===== config.mk =====
export PLATFORM = sky130hd
export DESIGN_NAME = generational_handle_allocator_unit
export DESIGN_NICKNAME = d
export VERILOG_FILES = /design/src/hdl/gha_pkg.sv /design/src/hdl/gha_ram.sv /design/src/hdl/gha_ctrl.sv /design/src/hdl/gha_datapath.sv /design/src/hdl/generational_handle_allocator_unit.sv
export SDC_FILE = /design/constraint.sdc
export NUM_CORES = 2
export LEC_CHECK = 0
export BUFFER_PORTS_ARGS = -buffer_cell sky130_fd_sc_hd__buf_2
export CORE_ASPECT_RATIO = 1.1
export CORE_MARGIN = 10
export CORE_UTILIZATION = 50
export CTS_CLUSTER_DIAMETER = 100
export DETAILED_ROUTE_END_ITERATION = 10
export PLACE_DENSITY = 0.72
export SKIP_CTS_REPAIR_TIMING = 1
export SLEW_MARGIN = 20
export SYNTH_ARGS = -nofsm -noshare
export SYNTH_HDL_FRONTEND = slang
export SYNTH_SLANG_ARGS = --single-unit

===== constraint.sdc =====
create_clock -name clk -period 21.7 [get_ports clk]
set_clock_uncertainty 0.15 [all_clocks]
set_input_delay 1.085 -clock clk [delete_from_list [all_inputs] [get_ports clk]]
set_output_delay 1.085 -clock clk [all_outputs]
set_load 0.05 [all_outputs]

===== src/hdl/gha_pkg.sv =====
package gha_pkg;

    // Handle layout: generation above slot index.
    localparam int SLOT_BITS  = 6;
    localparam int GEN_BITS   = 10;
    localparam int HANDLE_W   = 16;
    localparam int LIVE_W     = 6;
    localparam int FUNC_W     = 2;
    localparam int STATUS_W   = 2;
    localparam int SLOT_COUNT = 1 << SLOT_BITS;
    localparam int FILL_W     = SLOT_BITS + 1;
    localparam int ENTRY_W    = GEN_BITS + 2;
    localparam int HCAT_W     = GEN_BITS + SLOT_BITS;

    // Operation codes.
    localparam logic [FUNC_W-1:0] FUNC_RESERVE = 2'd0;
    localparam logic [FUNC_W-1:0] FUNC_COMMIT  = 2'd1;
    localparam logic [FUNC_W-1:0] FUNC_DESTROY = 2'd2;
    localparam logic [FUNC_W-1:0] FUNC_QUERY   = 2'd3;

    // Result status codes.
    localparam logic [STATUS_W-1:0] STATUS_OK      = 2'd0;
    localparam logic [STATUS_W-1:0] STATUS_INVALID = 2'd1;
    localparam logic [STATUS_W-1:0] STATUS_FULL    = 2'd2;

    typedef logic [SLOT_BITS-1:0] slot_t;
    typedef logic [GEN_BITS-1:0]  gen_t;
    typedef logic [FILL_W-1:0]    fill_t;

    // One slot table entry.
    typedef struct packed {
        gen_t gen;
        logic alive;
        logic pend;
    } entry_t;

    typedef struct packed {
        logic [FUNC_W-1:0]   func;
        logic [HANDLE_W-1:0] handle;
    } req_t;

    typedef struct packed {
        logic [HANDLE_W-1:0] new_handle;
        logic                is_alive;
        logic                is_pending;
        logic [LIVE_W-1:0]   live_total;
        logic [STATUS_W-1:0] status;
    } rsp_t;

    // Controller to datapath commands.
    typedef struct packed {
        logic accept;
        logic pop;
        logic exec;
    } ctrl_cmd_t;

    // Datapath to controller status.
    typedef struct packed {
        logic needs_pop;
        logic out_free;
    } dp_status_t;

    function automatic slot_t handle_slot(input logic [HANDLE_W-1:0] h);
        return h[SLOT_BITS-1:0];
    endfunction

    function automatic gen_t handle_gen(input logic [HANDLE_W-1:0] h);
        logic [HCAT_W-1:0] ext;
        ext = HCAT_W'(h);
        return ext[HCAT_W-1:SLOT_BITS];
    endfunction

    function automatic logic [HANDLE_W-1:0] make_handle(input gen_t g, input slot_t s);
        return HANDLE_W'({g, s});
    endfunction

endpackage


===== src/hdl/gha_ram.sv =====
module gha_ram #(
    parameter int WIDTH = 8,
    parameter int DEPTH = 64
) (
    input  logic                     clk,
    input  logic                     wr_en,
    input  logic [$clog2(DEPTH)-1:0] wr_addr,
    input  logic [WIDTH-1:0]         wr_data,
    input  logic                     rd_en,
    input  logic [$clog2(DEPTH)-1:0] rd_addr,
    output logic [WIDTH-1:0]         rd_data
);

    logic [WIDTH-1:0] mem [DEPTH];

    // One write port and one registered read port.
    always_ff @(posedge clk)
    begin
        if (wr_en)
        begin
            mem[wr_addr] <= wr_data;
        end
        if (rd_en)
        begin
            rd_data <= mem[rd_addr];
        end
    end

endmodule


===== src/hdl/gha_ctrl.sv =====
module gha_ctrl (
    input  logic                clk,
    input  logic                rst_n,
    input  logic                req_valid,
    output logic                req_ready,
    input  gha_pkg::dp_status_t stat,
    output gha_pkg::ctrl_cmd_t  cmd
);

    localparam logic [1:0] ST_IDLE = 2'd0;
    localparam logic [1:0] ST_POP  = 2'd1;
    localparam logic [1:0] ST_EXEC = 2'd2;

    logic [1:0] state_reg;
    logic [1:0] state_next;

    // Commands follow directly from the state, qualified by req_valid and out_free.
    assign req_ready  = (state_reg == ST_IDLE);
    assign cmd.accept = (state_reg == ST_IDLE) && req_valid;
    assign cmd.pop    = (state_reg == ST_POP);
    assign cmd.exec   = (state_reg == ST_EXEC) && stat.out_free;

    // A reserve that pops the free stack takes an extra read state, ST_POP.
    always_comb
    begin
        state_next = state_reg;
        unique case (state_reg)
            ST_IDLE:
            begin
                if (req_valid)
                begin
                    state_next = stat.needs_pop ? ST_POP : ST_EXEC;
                end
            end
            ST_POP:
            begin
                state_next = ST_EXEC;
            end
            ST_EXEC:
            begin
                if (stat.out_free)
                begin
                    state_next = ST_IDLE;
                end
            end
            default:
            begin
                state_next = ST_IDLE;
            end
        endcase
    end

    always_ff @(posedge clk or negedge rst_n)
    begin
        if (!rst_n)
        begin
            state_reg <= ST_IDLE;
        end
        else
        begin
            state_reg <= state_next;
        end
    end

endmodule


===== src/hdl/gha_datapath.sv =====
module gha_datapath (
    input  logic                clk,
    input  logic                rst_n,
    input  gha_pkg::req_t       req,
    input  gha_pkg::ctrl_cmd_t  cmd,
    output gha_pkg::dp_status_t stat,
    output logic                rsp_valid,
    input  logic                rsp_ready,
    output gha_pkg::rsp_t       rsp
);

    gha_pkg::req_t                     req_reg;
    gha_pkg::slot_t                    slot_reg;
    logic                              full_reg;
    gha_pkg::fill_t                    fill_reg;
    gha_pkg::fill_t                    fresh_reg;
    logic [gha_pkg::SLOT_BITS-1:0]     count_reg;
    logic [gha_pkg::SLOT_COUNT-1:0]    tbl_valid_reg;
    gha_pkg::rsp_t                     rsp_reg;
    logic                              rsp_valid_reg;

    logic                              is_reserve_in;
    logic                              fresh_avail;
    gha_pkg::slot_t                    accept_slot;
    gha_pkg::slot_t                    stack_rd_addr;
    gha_pkg::slot_t                    stack_rd_data;
    gha_pkg::slot_t                    tbl_rd_addr;
    logic [gha_pkg::ENTRY_W-1:0]       tbl_rd_data;
    gha_pkg::entry_t                   cur;
    gha_pkg::entry_t                   nxt;
    logic                              current;
    logic                              tbl_wr;
    logic                              push;
    logic                              cnt_inc;
    logic                              cnt_dec;
    logic [gha_pkg::SLOT_BITS-1:0]     count_next;
    gha_pkg::rsp_t                     rsp_next;

    // Decode of the item being offered.
    assign is_reserve_in  = (req.func == gha_pkg::FUNC_RESERVE);
    assign fresh_avail    = (fresh_reg < gha_pkg::FILL_W'(gha_pkg::SLOT_COUNT));
    assign accept_slot    = is_reserve_in ? fresh_reg[gha_pkg::SLOT_BITS-1:0]
                                          : gha_pkg::handle_slot(req.handle);
    assign stack_rd_addr  = gha_pkg::SLOT_BITS'(fill_reg - gha_pkg::FILL_W'(1));
    assign tbl_rd_addr    = cmd.pop ? stack_rd_data : accept_slot;

    assign stat.needs_pop = is_reserve_in && (fill_reg != '0);
    assign stat.out_free  = !rsp_valid_reg || rsp_ready;

    // Slot table: generation plus alive and pending flags.
    gha_ram #(
        .WIDTH (gha_pkg::ENTRY_W),
        .DEPTH (gha_pkg::SLOT_COUNT)
    ) u_table (
        .clk     (clk),
        .wr_en   (cmd.exec && tbl_wr),
        .wr_addr (slot_reg),
        .wr_data (nxt),
        .rd_en   (cmd.accept || cmd.pop),
        .rd_addr (tbl_rd_addr),
        .rd_data (tbl_rd_data)
    );

    // LIFO of freed slots.
    gha_ram #(
        .WIDTH (gha_pkg::SLOT_BITS),
        .DEPTH (gha_pkg::SLOT_COUNT)
    ) u_stack (
        .clk     (clk),
        .wr_en   (cmd.exec && push),
        .wr_addr (fill_reg[gha_pkg::SLOT_BITS-1:0]),
        .wr_data (slot_reg),
        .rd_en   (cmd.accept && stat.needs_pop),
        .rd_addr (stack_rd_addr),
        .rd_data (stack_rd_data)
    );

    // An entry never written since reset reads as all zero.
    assign cur = tbl_valid_reg[slot_reg] ? gha_pkg::entry_t'(tbl_rd_data) : '0;

    // The handle names an issued slot with a matching generation.
    assign current = (slot_reg != '0)
                  && (gha_pkg::FILL_W'(slot_reg) < fresh_reg)
                  && (cur.gen == gha_pkg::handle_gen(req_reg.handle));

    // Operation logic for the item held in the datapath.
    always_comb
    begin
        nxt      = cur;
        tbl_wr   = 1'b0;
        push     = 1'b0;
        cnt_inc  = 1'b0;
        cnt_dec  = 1'b0;
        rsp_next = '0;
        unique case (req_reg.func)
            gha_pkg::FUNC_RESERVE:
            begin
                if (full_reg)
                begin
                    rsp_next.status = gha_pkg::STATUS_FULL;
                end
                else
                begin
                    nxt.pend            = 1'b1;
                    tbl_wr              = 1'b1;
                    rsp_next.new_handle = gha_pkg::make_handle(cur.gen, slot_reg);
                    rsp_next.is_pending = 1'b1;
                end
            end
            gha_pkg::FUNC_COMMIT:
            begin
                if (!current)
                begin
                    rsp_next.status = gha_pkg::STATUS_INVALID;
                end
                else
                begin
                    if (cur.pend)
                    begin
                        nxt.pend  = 1'b0;
                        nxt.alive = 1'b1;
                        cnt_inc   = !cur.alive;
                        tbl_wr    = 1'b1;
                    end
                    else
                    begin
                        rsp_next.status = gha_pkg::STATUS_INVALID;
                    end
                    rsp_next.is_alive   = nxt.alive;
                    rsp_next.is_pending = nxt.pend;
                end
            end
            gha_pkg::FUNC_DESTROY:
            begin
                if (current && (cur.alive || cur.pend))
                begin
                    nxt.alive = 1'b0;
                    nxt.pend  = 1'b0;
                    nxt.gen   = gha_pkg::gen_t'(cur.gen + 1'b1);
                    tbl_wr    = 1'b1;
                    push      = (fill_reg < gha_pkg::FILL_W'(gha_pkg::SLOT_COUNT));
                    cnt_dec   = cur.alive && (count_reg != '0);
                end
                else
                begin
                    rsp_next.status = gha_pkg::STATUS_INVALID;
                end
            end
            default:
            begin
                if (!current)
                begin
                    rsp_next.status = gha_pkg::STATUS_INVALID;
                end
                else
                begin
                    rsp_next.is_alive   = cur.alive;
                    rsp_next.is_pending = cur.pend;
                end
            end
        endcase
        count_next = count_reg;
        if (cnt_inc)
        begin
            count_next = count_reg + 1'b1;
        end
        else if (cnt_dec)
        begin
            count_next = count_reg - 1'b1;
        end
        rsp_next.live_total = gha_pkg::LIVE_W'(count_next);
    end

    // Item payload and slot capture.
    always_ff @(posedge clk)
    begin
        if (cmd.accept)
        begin
            req_reg  <= req;
            slot_reg <= accept_slot;
            full_reg <= is_reserve_in && (fill_reg == '0) && !fresh_avail;
        end
        else if (cmd.pop)
        begin
            slot_reg <= stack_rd_data;
        end
        if (cmd.exec)
        begin
            rsp_reg <= rsp_next;
        end
    end

    // Allocator bookkeeping and output valid.
    always_ff @(posedge clk or negedge rst_n)
    begin
        if (!rst_n)
        begin
            fill_reg      <= '0;
            fresh_reg     <= gha_pkg::FILL_W'(1);
            count_reg     <= '0;
            tbl_valid_reg <= '0;
            rsp_valid_reg <= 1'b0;
        end
        else
        begin
            if (cmd.accept && stat.needs_pop)
            begin
                fill_reg <= fill_reg - 1'b1;
            end
            else if (cmd.exec && push)
            begin
                fill_reg <= fill_reg + 1'b1;
            end
            if (cmd.accept && is_reserve_in && (fill_reg == '0) && fresh_avail)
            begin
                fresh_reg <= fresh_reg + 1'b1;
            end
            if (cmd.exec)
            begin
                count_reg <= count_next;
                if (tbl_wr)
                begin
                    tbl_valid_reg[slot_reg] <= 1'b1;
                end
            end
            if (cmd.exec)
            begin
                rsp_valid_reg <= 1'b1;
            end
            else if (rsp_ready)
            begin
                rsp_valid_reg <= 1'b0;
            end
        end
    end

    assign rsp_valid = rsp_valid_reg;
    assign rsp       = rsp_reg;

endmodule


===== src/hdl/generational_handle_allocator_unit.sv =====
// Sequence: the accepting edge registers the slot table read (for a reserve that pops
// the free stack, the stack read, then the table read of the popped slot); the update
// then writes the table and registers the result, waiting while the previous result
// still waits for ready. A new item is accepted only after the previous one's update.
// A waiting result sits in an output register while the next item is accepted.
// Reset (rst_n, asynchronous, active low) clears the control state, the counters and
// the per-slot written bits at once; no clearing pass runs.
module generational_handle_allocator_unit (
    input  logic          clk,
    input  logic          rst_n,
    input  logic          req_valid,
    output logic          req_ready,
    input  gha_pkg::req_t req,
    output logic          rsp_valid,
    input  logic          rsp_ready,
    output gha_pkg::rsp_t rsp
);

    gha_pkg::ctrl_cmd_t  cmd;
    gha_pkg::dp_status_t stat;

    // Sequencing of each item.
    gha_ctrl u_ctrl (
        .clk       (clk),
        .rst_n     (rst_n),
        .req_valid (req_valid),
        .req_ready (req_ready),
        .stat      (stat),
        .cmd       (cmd)
    );

    // Slot table, free stack, counters and output register.
    gha_datapath u_datapath (
        .clk       (clk),
        .rst_n     (rst_n),
        .req       (req),
        .cmd       (cmd),
        .stat      (stat),
        .rsp_valid (rsp_valid),
        .rsp_ready (rsp_ready),
        .rsp       (rsp)
    );

endmodule


==> flow_metrics.env <==
export IMPL_finalHoldViolCount=0
export IMPL_ys_seq_area_frac=0.744
export IMPL_fillers=7393
export IMPL_yosysTopAreaCellShare=0.702
export IMPL_vdd_drop_max_uv=86.8
export IMPL_setup_slack_ps=14960
export IMPL_first_pass_iters=5
export IMPL_startpoint_type="primary input"
export IMPL_drive_gt1_frac=0.264
export IMPL_avgSynthCellArea_um2=19.7
export IMPL_p_leak_nw=18.6
export IMPL_setup_tns_ps=0
export IMPL_grt_usage=0.207
export IMPL_min_period_ps=6740
export IMPL_fin_nets=2803
export IMPL_rrSetupSlack_ps=15140
export IMPL_antenna_found_initial=0
export IMPL_synthTopCellsByArea="edfxtp_1, mux4_2, dfrtp_1"
export IMPL_r2r_cells=13
export IMPL_worstReg2RegStart="u_datapath.slot_reg[1]"
export IMPL_synth_edff_count=1215
export IMPL_yosys_area_top_type="edfxtp_1"
export IMPL_cts_sinks=1302
export IMPL_clock_path_buffers=3
export IMPL_grt_max_degree=141
export IMPL_cp_end_kind="flip-flop"
export IMPL_endpoint="u_datapath.u_table.rd_data[2]"
export IMPL_synth_most_common_cell="edfxtp_1"
export IMPL_relSlewSlack=0.239
export IMPL_vias=26614
export IMPL_final_max_slew_violation_count=0
export IMPL_numCtsBuffers=131
export IMPL_core_um2=103000
export IMPL_largest_reg_flops=768
export IMPL_path_clk_slew_ps=60
export IMPL_crit_fanout=50
export IMPL_ys_async_sr_fraction=0.0668
export IMPL_syn_inst=2636
export IMPL_path_class="primary input to flip-flop"
export IMPL_hold_path_class="primary input to async pin"
export IMPL_wl_per_cell_um=28.5
export IMPL_worst_ep_arrival_time_ps=7060
export IMPL_rsz0062_at_grt="no"
export IMPL_cts_tree="built"
export IMPL_total_power_mw=6.52
export IMPL_fp_row_count=123
export IMPL_grt_pass1_vias=27097
export IMPL_syn_nets=2674
export IMPL_multi_input_area_um2=13200
export IMPL_worst_pin_slew_ps=1140
export IMPL_routed_wl_um=121000
export IMPL_r2r_end="u_datapath.u_stack.mem[12][1]"
export IMPL_pwr_density_cell_nw_per_um2=111
export IMPL_setup_violations_final=0
export IMPL_fmax_ghz=0.148
export IMPL_fp_dieH_um=358
export IMPL_area_growth_pct=13.4
export IMPL_routabilityCongestion=0.863
export IMPL_finalCritPeriodShare=0.311
export IMPL_grt_first_pass_wirelength_um=181000
export IMPL_netlist_area_um2=51900
export IMPL_dp_hpwl_um=74900
export IMPL_cap_viol_max_count=0
export IMPL_drc=0
export IMPL_cp_startpoint="req[17]"
export IMPL_synth_common_cells="edfxtp_1, mux4_2, clkbuf_1, nor2_1"
export IMPL_root_buffer="clkbuf_16"
export IMPL_io_pins=50
export IMPL_h_tree_depth=4
export IMPL_dieArea_um2=117000
export IMPL_die_x_um=327
export IMPL_antenna_left=0
export IMPL_ys_types=69
export IMPL_drtIter0Drc=2923
export IMPL_insertion_delay_ps=740
export IMPL_synth_warnings=0
export IMPL_io_buffer_count=49
export IMPL_initial_utilization=0.506
export IMPL_post_place_ws_ps=14070
export IMPL_ff_latch_area_um2=38700
export IMPL_via_per_inst=6.27
export IMPL_cp_data_required_time_ps=22010
export IMPL_status="finished, final reports clean"
export IMPL_synth_ff_type="edfxtp_1"
export IMPL_gr_total_overflow=0
export IMPL_synth_seq_cells=1302
-- worst max-delay path: stages --
cell and delay (ps):
buf_2 110, nor2_1 670, mux2i_1 290, a21oi_4 250
buf_4 620, buf_4 720, buf_4 860, buf_4 750
mux4_2 580, nor2b_1 140, a211oi_1 290, a211oi_1 100
a211oi_1 300, a21oi_1 80
-- power by group --
| group | internal, mW | leakage (nW) | switching (mW) | total [mW] |
|---|---|---|---|---|
| clock network | 1.23 | 2.04 | 0.943 | 2.18 |
| logic | 0.539 | 4.59 | 0.802 | 1.34 |
| registers | 2.95 | 12.0 | 0.0533 | 3.00 |
-- stage by stage --
stage               cells  utilization  hold WS [ps]  cell area, um^2
detailed placement   4007        0.533           295            54700
finish               4245        0.574          32.1            58900
CTS                  4244        0.574         -3.76            58900
floorplan            2636            -           275            51900
global route         4244        0.574          7.05            58900
global placement     4005        0.532           291            54600
-- layout make-up --
class                   instances  share of cell area
flip-flops and latches       1302               0.657
multi-input cells            1148               0.223
clock buffers                 172              0.0607
well taps                    1375              0.0292
repair buffers                153              0.0181
clock inverters                65              0.0102
inverters                      29             0.00185
diodes                          1           0.0000425
-- layer usage --
layer	GRT usage	up-vias	routed length, um
met5	0	-	0
met4	0.0879	0	5410
met3	0.0430	238	9250
met2	0.334	1284	58900
met1	0.274	14018	47400
li1	-	11074	-
-- cell families after synthesis --
logic type,Yosys count,synth area share
buf+inv,186,0.0141
flops,1302,0.744
compound gates,236,0.0302
simple gates,474,0.0495
fa+ha+maj,16,0.00385
xor+xnor,30,0.00506
mux,392,0.153
-- worst min-delay path by stage --
stage,start,slack [ps],to
after CTS,rst_n,-4,u_ctrl.state_reg[1]
after global routing,rst_n,7,u_datapath.fill_reg[2]
after floorplan,u_datapath.tbl_valid_reg[32],270,u_datapath.tbl_valid_reg[32]
final,rst_n,30,u_datapath.fill_reg[5]
after global placement,u_datapath.tbl_valid_reg[63],290,u_datapath.tbl_valid_reg[63]
after detailed placement,u_datapath.tbl_valid_reg[29],300,u_datapath.tbl_valid_reg[29]
-- cells in the final DEF, fill, tap and decap left out, types with 6 or more instances in the layout --
master / count
edfxtp_1: 1215
mux4_2: 321
clkbuf_16: 133
nor2_1: 104
buf_4: 101
a211oi_1: 86
dfrtp_1: 85
mux2i_1: 66
nor4_2: 62
or2_1: 62
a21oi_1: 59
nand2_1: 58
nor2b_1: 57
buf_2: 48
clkbuf_1: 29
inv_1: 27
clkinv_1: 26
o21ai_0: 21
nor3_1: 20
nand3_1: 17
clkinv_2: 17
nand2b_1: 16
xnor2_1: 16
ha_1: 15
a21oi_4: 11
nand4_1: 11
xor2_1: 11
or3_1: 10
clkbuf_8: 10
and3_1: 9
a22oi_1: 9
nand3b_1: 8
and2_1: 7
o22ai_1: 6
inv_6: 6
(Power assumes the default switching activity.)
